$ cat src/hw/rtl/tfn_pkg.sv
// Shared constants for the triangle face normal unit.
package tfn_pkg;

   // Default field widths
   localparam int COORD_BITS_DEFAULT    = 16;
   localparam int MATERIAL_BITS_DEFAULT = 16;

   // Last-material register: fixed width, "no material yet" after reset
   localparam int                  PREV_BITS  = 16;
   localparam logic [PREV_BITS-1:0] PREV_RESET = 16'hFFFF;

   // Result format: sign plus 7-bit magnitude, quotient searched bit by bit
   localparam int NORM_BITS = 8;
   localparam int Q_BITS    = 7;

   // 127^2 = 16129 = 2^14 - 2^8 + 1
   localparam int SCALE_HI_SHIFT = 14;
   localparam int SCALE_LO_SHIFT = 8;

endpackage

$ cat src/hw/rtl/triangle_face_normal_unit_top.sv
// Triangle face normal unit: cross product, length normalization and material-change flag.
//
// Usage
//   req_*  : one triangle per item (three signed vertices, material id), valid/ready.
//   rsp_*  : one result per item: normal scaled to length 127 (truncated toward zero,
//            -127..127) and a flag that is set when the material id differs from the
//            id of the previous triangle. Valid/ready.
//   One item at a time: req_ready is high only while idle, so a new item is taken only
//   once the last one has been loaded into the output register. An accepted item passes
//   through the cross product, the squaring and the length sum, then per component the
//   target and a bit-by-bit quotient search (with an update step after each set bit but
//   the last), and then loads the output register. A triangle whose squared normal length
//   is 0 or 1 skips the target and quotient steps; its components pass through.
//   A single shared multiplier and a single wide adder carry every product, square and
//   trial subtraction in turn.
//   A finished result sits in the output register while the next item is accepted
//   and worked on; if the receiver still stalls when that item is done, the block
//   holds its result and stays busy until the register frees up.
//   Reset (synchronous, active high) drops any item in flight and any pending result
//   and sets the last material id to 65535.
module triangle_face_normal_unit_top #(
   parameter int COORD_BITS    = tfn_pkg::COORD_BITS_DEFAULT,
   parameter int MATERIAL_BITS = tfn_pkg::MATERIAL_BITS_DEFAULT
) (
   input  logic                                clock,
   input  logic                                reset,
   input  logic                                req_valid,
   output logic                                req_ready,
   input  logic signed [COORD_BITS-1:0]        req_vert0_x,
   input  logic signed [COORD_BITS-1:0]        req_vert0_y,
   input  logic signed [COORD_BITS-1:0]        req_vert0_z,
   input  logic signed [COORD_BITS-1:0]        req_vert1_x,
   input  logic signed [COORD_BITS-1:0]        req_vert1_y,
   input  logic signed [COORD_BITS-1:0]        req_vert1_z,
   input  logic signed [COORD_BITS-1:0]        req_vert2_x,
   input  logic signed [COORD_BITS-1:0]        req_vert2_y,
   input  logic signed [COORD_BITS-1:0]        req_vert2_z,
   input  logic        [MATERIAL_BITS-1:0]     req_material_id,
   output logic                                rsp_valid,
   input  logic                                rsp_ready,
   output logic signed [tfn_pkg::NORM_BITS-1:0] rsp_normal_x,
   output logic signed [tfn_pkg::NORM_BITS-1:0] rsp_normal_y,
   output logic signed [tfn_pkg::NORM_BITS-1:0] rsp_normal_z,
   output logic                                rsp_material_changed
);

   // Widths: edge, half of a normal component, normal, multiplier operand and product,
   // square, squared length, q*L, remainder, trial value, adder
   localparam int EW = COORD_BITS + 1;
   localparam int H  = COORD_BITS + 1;
   localparam int NW = 2 * COORD_BITS + 2;
   localparam int MB = COORD_BITS + 2;
   localparam int PW = 2 * MB;
   localparam int SW = 4 * COORD_BITS + 2;
   localparam int LW = 4 * COORD_BITS + 4;
   localparam int YW = LW + tfn_pkg::Q_BITS;
   localparam int RW = 4 * COORD_BITS + 16;
   localparam int DW = 4 * COORD_BITS + 17;
   localparam int AW = 4 * COORD_BITS + 18;
   localparam int NB = tfn_pkg::NORM_BITS;
   localparam int QB = tfn_pkg::Q_BITS;

   typedef enum logic [3:0] {
      S_IDLE,
      S_CROSS,
      S_SQUARE,
      S_LSUM,
      S_TGT,
      S_TRY,
      S_CMP,
      S_UPD,
      S_DONE
   } state_type;

   // Partial products of a square: lo*lo, hi*lo, hi*hi
   typedef enum logic [1:0] {
      SQ_LL,
      SQ_HL,
      SQ_HH
   } sq_kind_type;

   // Registers and next values
   state_type                      state_ff, state_in;
   logic [3:0]                     cnt_ff, cnt_in;
   logic [1:0]                     comp_ff, comp_in;
   logic [2:0]                     bit_ff, bit_in;
   logic signed [EW-1:0]           a_ff [3];
   logic signed [EW-1:0]           a_in [3];
   logic signed [EW-1:0]           b_ff [3];
   logic signed [EW-1:0]           b_in [3];
   logic signed [NW-1:0]           n_ff [3];
   logic signed [NW-1:0]           n_in [3];
   logic [SW-1:0]                  sq_ff [3];
   logic [SW-1:0]                  sq_in [3];
   logic [LW-1:0]                  l_ff, l_in;
   logic [RW-1:0]                  r_ff, r_in;
   logic [DW-1:0]                  d_ff, d_in;
   logic [YW-1:0]                  y_ff, y_in;
   logic [QB-1:0]                  q_ff, q_in;
   logic signed [NB-1:0]           res_ff [3];
   logic signed [NB-1:0]           res_in [3];
   logic signed [AW-1:0]           acc_ff, acc_in;
   logic signed [PW-1:0]           mul_ff;
   logic                           chg_ff, chg_in;
   logic [tfn_pkg::PREV_BITS-1:0]  prev_ff, prev_in;
   logic                           rsp_valid_ff, rsp_valid_in;
   logic signed [NB-1:0]           rsp_x_ff, rsp_x_in;
   logic signed [NB-1:0]           rsp_y_ff, rsp_y_in;
   logic signed [NB-1:0]           rsp_z_ff, rsp_z_in;
   logic                           rsp_chg_ff, rsp_chg_in;

   // Shared unit operands and results
   logic signed [MB-1:0]           ma, mb;
   logic signed [AW-1:0]           opa, opb, sum;
   logic                           add_sub;
   logic [1:0]                     nsel;
   logic signed [NW-1:0]           n_rd;
   logic [SW-1:0]                  sq_rd;
   logic signed [MB-1:0]           hi_ext, lo_ext;
   logic [3:0]                     sh_y, sh_l2;
   logic                           fit;
   logic [QB-1:0]                  q_new;
   logic [tfn_pkg::PREV_BITS-1:0]  mat_wide;

   // Squaring schedule
   logic                           iss_on, add_on;
   logic [1:0]                     iss_comp, add_comp;
   sq_kind_type                    iss_kind, add_kind;

   assign req_ready            = (state_ff == S_IDLE);
   assign rsp_valid            = rsp_valid_ff;
   assign rsp_normal_x         = rsp_x_ff;
   assign rsp_normal_y         = rsp_y_ff;
   assign rsp_normal_z         = rsp_z_ff;
   assign rsp_material_changed = rsp_chg_ff;

   // Single read ports of the component stores
   assign n_rd   = n_ff[nsel];
   assign sq_rd  = sq_ff[comp_ff];
   assign hi_ext = MB'(signed'(n_rd[NW-1:H]));
   assign lo_ext = signed'({1'b0, n_rd[H-1:0]});
   assign sh_y   = {1'b0, bit_ff} + 4'd1;
   assign sh_l2  = {bit_ff, 1'b0};
   assign mat_wide = tfn_pkg::PREV_BITS'(req_material_id);

   // Shared wide adder/subtractor
   assign sum = opa + (add_sub ? ~opb : opb) + AW'(add_sub);

   // Trial outcome: remainder stays non-negative
   assign fit   = !sum[AW-1];
   assign q_new = fit ? (q_ff | (QB'(1) << bit_ff)) : q_ff;

   // Decode the squaring step: issue one partial product, accumulate the one before
   always_comb begin
      iss_on   = 1'b0;
      iss_comp = 2'd0;
      iss_kind = SQ_LL;
      add_on   = 1'b0;
      add_comp = 2'd0;
      add_kind = SQ_LL;
      unique case (cnt_ff)
         4'd0: begin
            iss_on = 1'b1; iss_comp = 2'd0; iss_kind = SQ_LL;
         end
         4'd1: begin
            iss_on = 1'b1; iss_comp = 2'd0; iss_kind = SQ_HL;
            add_on = 1'b1; add_comp = 2'd0; add_kind = SQ_LL;
         end
         4'd2: begin
            iss_on = 1'b1; iss_comp = 2'd0; iss_kind = SQ_HH;
            add_on = 1'b1; add_comp = 2'd0; add_kind = SQ_HL;
         end
         4'd3: begin
            iss_on = 1'b1; iss_comp = 2'd1; iss_kind = SQ_LL;
            add_on = 1'b1; add_comp = 2'd0; add_kind = SQ_HH;
         end
         4'd4: begin
            iss_on = 1'b1; iss_comp = 2'd1; iss_kind = SQ_HL;
            add_on = 1'b1; add_comp = 2'd1; add_kind = SQ_LL;
         end
         4'd5: begin
            iss_on = 1'b1; iss_comp = 2'd1; iss_kind = SQ_HH;
            add_on = 1'b1; add_comp = 2'd1; add_kind = SQ_HL;
         end
         4'd6: begin
            iss_on = 1'b1; iss_comp = 2'd2; iss_kind = SQ_LL;
            add_on = 1'b1; add_comp = 2'd1; add_kind = SQ_HH;
         end
         4'd7: begin
            iss_on = 1'b1; iss_comp = 2'd2; iss_kind = SQ_HL;
            add_on = 1'b1; add_comp = 2'd2; add_kind = SQ_LL;
         end
         4'd8: begin
            iss_on = 1'b1; iss_comp = 2'd2; iss_kind = SQ_HH;
            add_on = 1'b1; add_comp = 2'd2; add_kind = SQ_HL;
         end
         4'd9: begin
            add_on = 1'b1; add_comp = 2'd2; add_kind = SQ_HH;
         end
         default: ;
      endcase
   end

   // Steer the multiplier and the adder for the current step
   always_comb begin
      ma      = '0;
      mb      = '0;
      opa     = '0;
      opb     = '0;
      add_sub = 1'b0;
      nsel    = comp_ff;
      unique case (state_ff)
         S_CROSS: begin
            // n0 = ay*bz - az*by, n1 = az*bx - ax*bz, n2 = ax*by - ay*bx
            unique case (cnt_ff)
               4'd0: begin ma = MB'(a_ff[1]); mb = MB'(b_ff[2]); end
               4'd1: begin ma = MB'(a_ff[2]); mb = MB'(b_ff[1]); end
               4'd2: begin ma = MB'(a_ff[2]); mb = MB'(b_ff[0]); end
               4'd3: begin ma = MB'(a_ff[0]); mb = MB'(b_ff[2]); end
               4'd4: begin ma = MB'(a_ff[0]); mb = MB'(b_ff[1]); end
               4'd5: begin ma = MB'(a_ff[1]); mb = MB'(b_ff[0]); end
               default: ;
            endcase
            opa     = acc_ff;
            opb     = AW'(mul_ff);
            add_sub = 1'b1;
         end
         S_SQUARE: begin
            nsel = iss_comp;
            if (iss_on) begin
               unique case (iss_kind)
                  SQ_LL: begin ma = lo_ext; mb = lo_ext; end
                  SQ_HL: begin ma = hi_ext; mb = lo_ext; end
                  SQ_HH: begin ma = hi_ext; mb = hi_ext; end
                  default: ;
               endcase
            end
            opa = acc_ff;
            unique case (add_kind)
               SQ_HL:   opb = AW'(mul_ff) << (H + 1);
               SQ_HH:   opb = AW'(mul_ff) << (2 * H);
               default: opb = AW'(mul_ff);
            endcase
         end
         S_LSUM: begin
            if (cnt_ff == 4'd0) begin
               opa = AW'(sq_ff[0]);
               opb = AW'(sq_ff[1]);
            end else begin
               opa = acc_ff;
               opb = AW'(sq_ff[2]);
            end
         end
         S_TGT: begin
            // 127^2 * n^2 in two steps
            if (cnt_ff == 4'd0) begin
               opa     = AW'(sq_rd) << tfn_pkg::SCALE_HI_SHIFT;
               opb     = AW'(sq_rd) << tfn_pkg::SCALE_LO_SHIFT;
               add_sub = 1'b1;
            end else begin
               opa = AW'(r_ff);
               opb = AW'(sq_rd);
            end
         end
         S_TRY: begin
            // (q + 2^b)^2 L - q^2 L = 2^(b+1) q L + 4^b L
            opa = AW'(y_ff) << sh_y;
            opb = AW'(l_ff) << sh_l2;
         end
         S_CMP: begin
            opa     = AW'(r_ff);
            opb     = AW'(d_ff);
            add_sub = 1'b1;
         end
         S_UPD: begin
            opa = AW'(y_ff);
            opb = AW'(l_ff) << bit_ff;
         end
         default: ;
      endcase
   end

   // Sequencer: next values of all registers
   always_comb begin
      state_in     = state_ff;
      cnt_in       = cnt_ff;
      comp_in      = comp_ff;
      bit_in       = bit_ff;
      a_in         = a_ff;
      b_in         = b_ff;
      n_in         = n_ff;
      sq_in        = sq_ff;
      l_in         = l_ff;
      r_in         = r_ff;
      d_in         = d_ff;
      y_in         = y_ff;
      q_in         = q_ff;
      res_in       = res_ff;
      acc_in       = acc_ff;
      chg_in       = chg_ff;
      prev_in      = prev_ff;
      rsp_valid_in = rsp_valid_ff;
      rsp_x_in     = rsp_x_ff;
      rsp_y_in     = rsp_y_ff;
      rsp_z_in     = rsp_z_ff;
      rsp_chg_in   = rsp_chg_ff;

      // Drop the result once taken
      if (rsp_valid_ff && rsp_ready) begin
         rsp_valid_in = 1'b0;
      end

      unique case (state_ff)
         S_IDLE: begin
            // Take an item: form edges, compare material id
            if (req_valid) begin
               a_in[0]  = EW'(req_vert1_x) - EW'(req_vert0_x);
               a_in[1]  = EW'(req_vert1_y) - EW'(req_vert0_y);
               a_in[2]  = EW'(req_vert1_z) - EW'(req_vert0_z);
               b_in[0]  = EW'(req_vert2_x) - EW'(req_vert0_x);
               b_in[1]  = EW'(req_vert2_y) - EW'(req_vert0_y);
               b_in[2]  = EW'(req_vert2_z) - EW'(req_vert0_z);
               chg_in   = (mat_wide != prev_ff);
               prev_in  = mat_wide;
               cnt_in   = 4'd0;
               state_in = S_CROSS;
            end
         end
         S_CROSS: begin
            // Odd steps load the first product, even steps subtract the second
            if (cnt_ff[0]) begin
               acc_in = AW'(mul_ff);
            end else if (cnt_ff != 4'd0) begin
               n_in[cnt_ff[2:1] - 2'd1] = sum[NW-1:0];
            end
            if (cnt_ff == 4'd6) begin
               cnt_in   = 4'd0;
               state_in = S_SQUARE;
            end else begin
               cnt_in = cnt_ff + 4'd1;
            end
         end
         S_SQUARE: begin
            if (add_on) begin
               unique case (add_kind)
                  SQ_LL:   acc_in = AW'(mul_ff);
                  SQ_HL:   acc_in = sum;
                  SQ_HH:   sq_in[add_comp] = sum[SW-1:0];
                  default: ;
               endcase
            end
            if (cnt_ff == 4'd9) begin
               cnt_in   = 4'd0;
               state_in = S_LSUM;
            end else begin
               cnt_in = cnt_ff + 4'd1;
            end
         end
         S_LSUM: begin
            if (cnt_ff == 4'd0) begin
               acc_in = sum;
               cnt_in = 4'd1;
            end else begin
               l_in   = sum[LW-1:0];
               cnt_in = 4'd0;
               if (sum > AW'(1)) begin
                  comp_in  = 2'd0;
                  state_in = S_TGT;
               end else begin
                  // Degenerate triangle: components are already -1..1
                  res_in[0] = n_ff[0][NB-1:0];
                  res_in[1] = n_ff[1][NB-1:0];
                  res_in[2] = n_ff[2][NB-1:0];
                  state_in  = S_DONE;
               end
            end
         end
         S_TGT: begin
            r_in = sum[RW-1:0];
            if (cnt_ff == 4'd0) begin
               cnt_in = 4'd1;
            end else begin
               cnt_in   = 4'd0;
               y_in     = '0;
               q_in     = '0;
               bit_in   = 3'(QB - 1);
               state_in = S_TRY;
            end
         end
         S_TRY: begin
            d_in     = sum[DW-1:0];
            state_in = S_CMP;
         end
         S_CMP: begin
            if (fit) begin
               r_in = sum[RW-1:0];
            end
            q_in = q_new;
            if (bit_ff == 3'd0) begin
               // Component done: apply the sign of n
               res_in[comp_ff] = n_rd[NW-1] ? NB'(0) - NB'(q_new) : NB'(q_new);
               if (comp_ff == 2'd2) begin
                  state_in = S_DONE;
               end else begin
                  comp_in  = comp_ff + 2'd1;
                  state_in = S_TGT;
               end
            end else if (fit) begin
               state_in = S_UPD;
            end else begin
               bit_in   = bit_ff - 3'd1;
               state_in = S_TRY;
            end
         end
         S_UPD: begin
            y_in     = sum[YW-1:0];
            bit_in   = bit_ff - 3'd1;
            state_in = S_TRY;
         end
         S_DONE: begin
            // Hold until the output register is free
            if (!rsp_valid_ff || rsp_ready) begin
               rsp_valid_in = 1'b1;
               rsp_x_in     = res_ff[0];
               rsp_y_in     = res_ff[1];
               rsp_z_in     = res_ff[2];
               rsp_chg_in   = chg_ff;
               state_in     = S_IDLE;
            end
         end
         default: state_in = S_IDLE;
      endcase
   end

   // State, control and datapath registers
   always_ff @(posedge clock) begin
      if (reset) begin
         state_ff     <= S_IDLE;
         rsp_valid_ff <= 1'b0;
         prev_ff      <= tfn_pkg::PREV_RESET;
      end else begin
         state_ff     <= state_in;
         rsp_valid_ff <= rsp_valid_in;
         prev_ff      <= prev_in;
      end
      cnt_ff     <= cnt_in;
      comp_ff    <= comp_in;
      bit_ff     <= bit_in;
      a_ff       <= a_in;
      b_ff       <= b_in;
      n_ff       <= n_in;
      sq_ff      <= sq_in;
      l_ff       <= l_in;
      r_ff       <= r_in;
      d_ff       <= d_in;
      y_ff       <= y_in;
      q_ff       <= q_in;
      res_ff     <= res_in;
      acc_ff     <= acc_in;
      chg_ff     <= chg_in;
      mul_ff     <= ma * mb;
      rsp_x_ff   <= rsp_x_in;
      rsp_y_ff   <= rsp_y_in;
      rsp_z_ff   <= rsp_z_in;
      rsp_chg_ff <= rsp_chg_in;
   end

`ifndef SYNTHESIS
   // An accepted item starts the cross product and blocks further items
   a_accept_starts: assert property (@(posedge clock) disable iff (reset)
      (req_valid && req_ready) |=> (state_ff == S_CROSS && !req_ready))
      else $error("accepted item did not start the cross product");

   // A finished item always lands in the output register
   a_done_loads: assert property (@(posedge clock) disable iff (reset)
      (state_ff == S_DONE && (!rsp_valid || rsp_ready)) |=> (rsp_valid && req_ready))
      else $error("finished item not loaded into the output register");

   // Normals stay within -127..127
   a_normal_range: assert property (@(posedge clock) disable iff (reset)
      rsp_valid |-> (rsp_normal_x != 8'sh80 && rsp_normal_y != 8'sh80 &&
                     rsp_normal_z != 8'sh80))
      else $error("normal component out of range");

   // Every trial value is positive once the length exceeds one
   a_trial_nonzero: assert property (@(posedge clock) disable iff (reset)
      (state_ff == S_CMP) |-> (d_ff != '0 && l_ff > LW'(1)))
      else $error("zero trial value during quotient search");
`endif

endmodule

$ cat config.mk
export PLATFORM = sky130hd
export DESIGN_NAME = triangle_face_normal_unit_top
export DESIGN_NICKNAME = d
export VERILOG_FILES = /design/src/hw/rtl/tfn_pkg.sv /design/src/hw/rtl/triangle_face_normal_unit_top.sv
export SDC_FILE = /design/constraint.sdc
export NUM_CORES = 2
export LEC_CHECK = 0
export BUFFER_PORTS_ARGS = -buffer_cell sky130_fd_sc_hd__clkbuf_2
export CAP_MARGIN = 20
export CORE_ASPECT_RATIO = 0.5
export CORE_MARGIN = 1
export CORE_UTILIZATION = 40
export DETAILED_ROUTE_END_ITERATION = 8
export SLEW_MARGIN = 20
export SYNTH_ARGS = -nofsm -noshare
export SYNTH_HDL_FRONTEND = slang
export SYNTH_SLANG_ARGS = --single-unit
$ cat constraint.sdc
create_clock -name clock -period 22.6 [get_ports clock]
set_input_delay 3.39 -clock clock [delete_from_list [all_inputs] [get_ports clock]]
set_output_delay 3.39 -clock clock [all_outputs]
set_load 0.02 [all_outputs]
Word level (Yosys, flattened, before mapping)

Cells that the tools add are included.

Bits of input ports: 164
Flip-flop bits (word level): 911

Eq/ne operators: 40
Reductions and logical operators: 52
Shifts and indexed selects: 4
Magnitude comparators: 8
Mux-type cells: 85
$add $sub $neg: 14
Multiply operators: 1
Bitwise logic cells: 8

Operators by type and width:

| operator                                            | number |
|---|---|
| one-hot mux 82 bit (7 select lines)                 | 1 |
| one-hot mux 82 bit (6 select lines)                 | 1 |
| 2-to-1 mux 82 bit                                   | 5 |
| 2-to-1 mux 66 bit                                   | 4 |
| one-hot mux 82 bit (3 select lines)                 | 1 |
| bitwise mux 198 bit                                 | 1 |
| one-hot mux 82 bit (2 select lines)                 | 1 |
| 2-to-1 mux 80 bit                                   | 2 |
| one-hot mux 80 bit (2 select lines)                 | 1 |
| one-hot mux 75 bit (2 select lines)                 | 1 |
| one-hot mux 18 bit (2 select lines)                 | 4 |
| one-hot mux 69 bit (2 select lines)                 | 1 |
| binary-select mux 66 bit (select 2 bit)             | 1 |
| demux 66 bit (select 2 bit)                         | 1 |
| one-hot mux 18 bit (3 select lines)                 | 2 |
| bitwise mux 102 bit                                 | 1 |
| 2-to-1 mux 34 bit                                   | 3 |
| subtractor 16 x 16 -> 17 bit                        | 6 |
| adder 82 x 1 -> 82 bit                              | 1 |
| adder 82 bit                                        | 1 |
| > comparator 82 x 2 -> 1 bit, second input constant | 1 |
| NOT 82 bit                                          | 1 |
| left shift 68 x 3 -> 82 bit                         | 1 |
| left shift 68 x 4 -> 82 bit                         | 1 |
| 61 further kinds                                    | 169 |

Logic depth before layout (Yosys ltp)

Depth in word-level cells: 16
Gate-level depth with buffers: 43
Gate-level depth less buffers: 38

Least setup slack after synthesis

No wires, ideal clock.

Kind: reg2reg
From: register state_ff[0]
To: register r_ff[0] (enable)
Arrival time: 12.860 ns
Period minus slack after synthesis: 13.489 ns
Required time: 21.971 ns
Slack: 9.111 ns
Setup time: 0.629 ns
Cell stages (with the launch flop): 21
Cell sequence: dfxtp_1 buf_2 nor4bb_1 clkbuf_1 nand2_1 clkbuf_1 o221ai_1 ha_1 clkbuf_1 a21o_1 a21o_1 a211o_1 o2111a_1 a211o_1 a21oi_4 o21ai_0 a31oi_1 nor4_1 or2_2 clkbuf_1 o21ai_0

Cells in the longest elaborated chain, start to end: 8
Elaborated cells between the ends (all ways): 19

RTL lines:

| item                                                                      | RTL line                                                                   | source |
|---|---|---|
| start, declared                                                           | triangle_face_normal_unit_top.sv:83                                        | `state_type state_ff, state_in;` |
| start signal, assigned                                                    | triangle_face_normal_unit_top.sv:442                                       | `state_ff <= state_in;` |
| == test 4 x 3 -> 1 bit (tied with other cells)                            | triangle_face_normal_unit_top.sv:212                                       | `unique case (state_ff)` |
| one-hot mux 82 bit (7 select lines) or OR reduction 2 bit (tied branches) | --                                                                         |  |
| NOT 82 bit or one-hot mux 1 bit (2 select lines) (tied branches)          | triangle_face_normal_unit_top.sv:147, triangle_face_normal_unit_top.sv:212 |  |
| 2-to-1 mux 82 bit                                                         | triangle_face_normal_unit_top.sv:147                                       | `assign sum = opa + (add_sub ? ~opb : opb) + AW'(add_sub);` |
| adder 82 bit                                                              | triangle_face_normal_unit_top.sv:147                                       |  |
| adder 82 x 1 -> 82 bit                                                    | triangle_face_normal_unit_top.sv:147                                       |  |
| inequality test 2 bit (no source line)                                    | --                                                                         |  |
| AND reduction 2 bit (no source line) *                                    | --                                                                         |  |
| end signal, assigned                                                      | triangle_face_normal_unit_top.sv:454                                       | `r_ff <= r_in;` |
| end, declared                                                             | triangle_face_normal_unit_top.sv:96                                        | `logic [RW-1:0] r_ff, r_in;` |

Every way passes the cells marked *; elsewhere a longest branch is shown, timed or not.
A chain may end at the register's enable or synchronous reset.

Worst setup path in the final report

From: register cnt_ff[1]
To: register res_ff[5] in the netlist's numbering (enable)

Cells in the longest elaborated chain, start to end: 13
Elaborated cells between the ends (all ways): 29

RTL lines:

| item                                                    | RTL line                             | source |
|---|---|---|
| start, declared                                         | triangle_face_normal_unit_top.sv:84  | `logic [3:0] cnt_ff, cnt_in;` |
| start signal, assigned                                  | triangle_face_normal_unit_top.sv:446 | `cnt_ff <= cnt_in;` |
| == test 4 x 3 -> 1 bit (tied with other cells)          | triangle_face_normal_unit_top.sv:161 | `unique case (cnt_ff)` |
| OR reduction 3 bit (no source line)                     | --                                   |  |
| one-hot mux 2 bit (2 select lines)                      | triangle_face_normal_unit_top.sv:161 |  |
| == test 2 bit or == test 2 x 1 -> 1 bit (tied branches) | triangle_face_normal_unit_top.sv:239 | `unique case (add_kind)` |
| one-hot mux 69 bit (2 select lines)                     | triangle_face_normal_unit_top.sv:239 |  |
| one-hot mux 82 bit (7 select lines)                     | triangle_face_normal_unit_top.sv:212 |  |
| NOT 82 bit                                              | triangle_face_normal_unit_top.sv:147 |  |
| 2-to-1 mux 82 bit                                       | triangle_face_normal_unit_top.sv:147 |  |
| adder 82 bit                                            | triangle_face_normal_unit_top.sv:147 |  |
| adder 82 x 1 -> 82 bit                                  | triangle_face_normal_unit_top.sv:147 |  |
| > comparator 82 x 2 -> 1 bit                            | triangle_face_normal_unit_top.sv:366 | `if (sum > AW'(1)) begin` |
| inequality test 2 bit (no source line)                  | --                                   |  |
| AND reduction 4 bit (no source line) *                  | --                                   |  |
| end signal, assigned                                    | triangle_face_normal_unit_top.sv:458 | `res_ff <= res_in;` |
| end, declared                                           | triangle_face_normal_unit_top.sv:100 | `logic signed [NB-1:0] res_ff [3];` |

Marked as above.

==> flow_summary.json <==
{
  "grtUsageTotal": 0.307,
  "p_int_mw": 5.15,
  "synth_cells": 6659,
  "fin_skew_ns": 0.0459,
  "pwr-share-comb": 0.583,
  "grt_pass1_vias": 54181,
  "maxCapViolations": 0,
  "rsz0062_at_grt": "false",
  "nNetsFinal": 7475,
  "ctsHoldBuffers": 0,
  "cp_num_buf_inv": 4,
  "final_cell_mix": "edfxtp_1, nand2_1, nor2_1, inv_1, fa_1",
  "dr.pass1.iters": 8,
  "min_to": "rsp_normal_y[5]",
  "switching_share": 0.515,
  "setup_viol": 0,
  "status": "complete, no violations",
  "fp.coreArea_mm2": 0.165,
  "cts_buffer_depth": 3,
  "die_h_um": 291,
  "cpPeakStageDelay_ns": 0.95,
  "netlist.area_leader.share": 0.383,
  "tritoncts": "yes",
  "layout_commonest_cell": "edfxtp_1",
  "clk_latency_ns": 0.76,
  "vias": 56339,
  "p_leak_nw": 29.6,
  "period_share": 0.504,
  "period_needed_ns": 11.40,
  "dieArea_mm2": 0.169,
  "io_pins": 191,
  "crit_fanout": 26,
  "power_per_cell_area_mw_per_mm2": 145,
  "port_buffers": 190,
  "drive_above_1_share": 0.0977,
  "dpl.hpwl_um": 197000,
  "hold_path_depth": 0,
  "ant_nets": 0,
  "r2r_end": "res_ff[5]",
  "netlist_area_mm2": 0.0669,
  "cp_data_arrival_time_ns": 11.77,
  "synth_ff_type": "edfxtp_1",
  "grt_start_max_net_pins": 98,
  "max_freq_ghz": 0.0877,
  "drtIter0Drc": 8130,
  "worst_setup_path_start_kind": "register",
  "dp.cells": 8791,
  "avgViaCountPerCell": 6.28,
  "cp_top_family": "simple AND/OR/NAND/NOR gates",
  "synth-seq-cells": 911,
  "vdd_drop_max_mv": 0.111,
  "row_count": 105,
  "r2r_slack_ns": 11.20,
  "grt_overflow": 0,
  "end_kind": "register",
  "netlist_top_cells_area": "edfxtp_1, fa_1, ha_1, mux2i_1, nand2_1",
  "hp-class": "reg2reg",
  "syn_nets": 7444,
  "hold_viol": 0,
  "postSynthAreaPerCell_um2": 10.0,
  "cts-root-buf": "clkbuf_16",
  "tns_ns": 0,
  "dieWidth_um": 580,
  "critPathRequiredTime_ns": 22.97,
  "yosysSeqAreaShare": 0.400,
  "cts_setup_buffers": 0,
  "routedWlPerCell_um": 29.7,
  "globalplace.congestion": 1.05,
  "layout.cells.non_filler": 8967,
  "cp_slowest_cell": "edfxtp_1",
  "synthArstFlopShare": 0,
  "synthDistinctLibCells": 109,
  "synth_edf_count": 854,
  "p_sw_mw": 5.48,
  "cts_sinks": 911,
  "tightest_slew_ns": 1.28,
  "route.detailed.drc": 0,
  "path_clk_slew_ns": 0.07,
  "cpMostUsedCell": "nand4_1",
  "setup.worst_path.class": "reg2reg",
  "r2r_start": "cnt_ff[1]",
  "reg2reg_depth": 29,
  "drv_slew": 0,
  "cts_resized": 0,
  "yosys_warnings": 0,
  "grt_pass1_wl_um": 381000,
  "initial_utilization": 0.405,
  "seqPwrFrac": 0.269,
  "hold_start": "res_ff[13]",
  "htreeDepth": 3,
  "totalWireLength_um": 266000,
  "grt_antenna_before_repair": 22,
  "syn_to_final_growth_pct": 9.97,
  "synth.largest_area_cell": "edfxtp_1",
  "fin_hold_ws_ns": 0.426,
  "numCtsBuffers": 90,
  "slew_headroom": 0.136,
  "clockPowerShare": 0.148
}
==> worst max path at each step <==
stage | start | end | slack (ns) | cells past startpoint
2_1_floorplan | state_ff[0] | r_ff[0] | 9.11 | 20
3_3_place_gp | state_ff[0] | res_ff[0] | 11.55 | 27
3_5_place_dp | state_ff[0] | res_ff[3] | 11.49 | 27
4_1_cts | state_ff[0] | res_ff[23] | 11.54 | 27
5_1_grt | state_ff[0] | res_ff[18] | 10.79 | 28
6_report | cnt_ff[1] | res_ff[5] | 11.20 | 29
==> layout make-up <==
cell class,instances,area [µm²]
Antenna cell,9,22.5
Timing Repair Buffer,315,1920
Sequential cell,911,26800
Fill cell,15810,91400
Multi-Input combinational cell,4716,36600
Clock buffer,111,2370
Clock inverter,56,624
Inverter,656,2470
Tap cell,2193,2740
==> sequential cells by signal (all words and copies together) (netlist names), 2 cells and up <==
register and count:
cnt_ff 4, mul_ff 36, rsp_normal_z 8, b_ff 51, a_ff 51, res_ff 24, n_ff 102, q_ff 7
d_ff 81, l_ff 68, r_ff 80, prev_ff 16, rsp_normal_x 8, sq_ff 198, y_ff 75, bit_ff 3
comp_ff 2, rsp_normal_y 8, acc_ff 82, state_ff 4
==> logic make-up (layout without fill, tap and decap cells) <==
kind of cell / count (synthesis) / after routing / share of synthesized area
buffers and inverters: 1032 / 1138 / 0.0583
adder cells (fa/ha/maj): 621 / 621 / 0.154
multiplexers: 405 / 405 / 0.0726
other: 0 / 9 / 0
AO/OA/AOI/OAI: 1497 / 1497 / 0.158
AND/OR/NAND/NOR: 1981 / 1981 / 0.129
XOR/XNOR: 212 / 212 / 0.0278
flip-flops: 911 / 911 / 0.400
==> layer usage <==
metal | GRT usage | vias to the layer above | part of all wire
li1 | - | 24066 | -
met1 | 0.412 | 27792 | 0.40
met2 | 0.470 | 3738 | 0.43
met3 | 0.0836 | 737 | 0.12
met4 | 0.127 | 6 | 0.050
met5 | 0 | - | 0.00017
==> cell usage after synthesis, types with 48 or more instances <==
library cell  instances
a222oi_1             74
a221oi_1            172
fa_1                337
xor2_1               53
xnor2_1             159
nor3_1               77
edfxtp_1            854
nand3_1              71
clkbuf_1            312
a21oi_1             317
o21ai_0             311
inv_1               653
ha_1                284
buf_1                55
nor2b_1              48
nand2_1             823
mux4_2               62
a22oi_1              63
mux2i_1             320
a21boi_0             79
o221ai_1             75
a221o_1              71
dfxtp_1              57
nor2_1              682
==> per-stage QoR <==
step,power [mW],cell area [µm²],setup WS (ns),utilization
after CTS,10.4,73500,11.54,0.446
final,10.6,73600,11.20,0.446
after global routing,11.0,73500,10.79,0.446
after floorplan,6.30,66900,9.11,-
after detailed placement,8.82,70500,11.49,0.427
after global placement,8.79,70500,11.55,0.427
==> power groups by stage <==
stage / clock [mW] / sequential, mW / combinational [mW]
detailed placement: 0 / 2.88 / 5.94
finish: 1.58 / 2.86 / 6.20
global route: 1.65 / 2.86 / 6.48
CTS: 1.58 / 2.84 / 5.96
global placement: 0 / 2.87 / 5.92
floorplan: 0 / 2.79 / 3.51
Note: power is estimated with default switching activity, not from simulation.
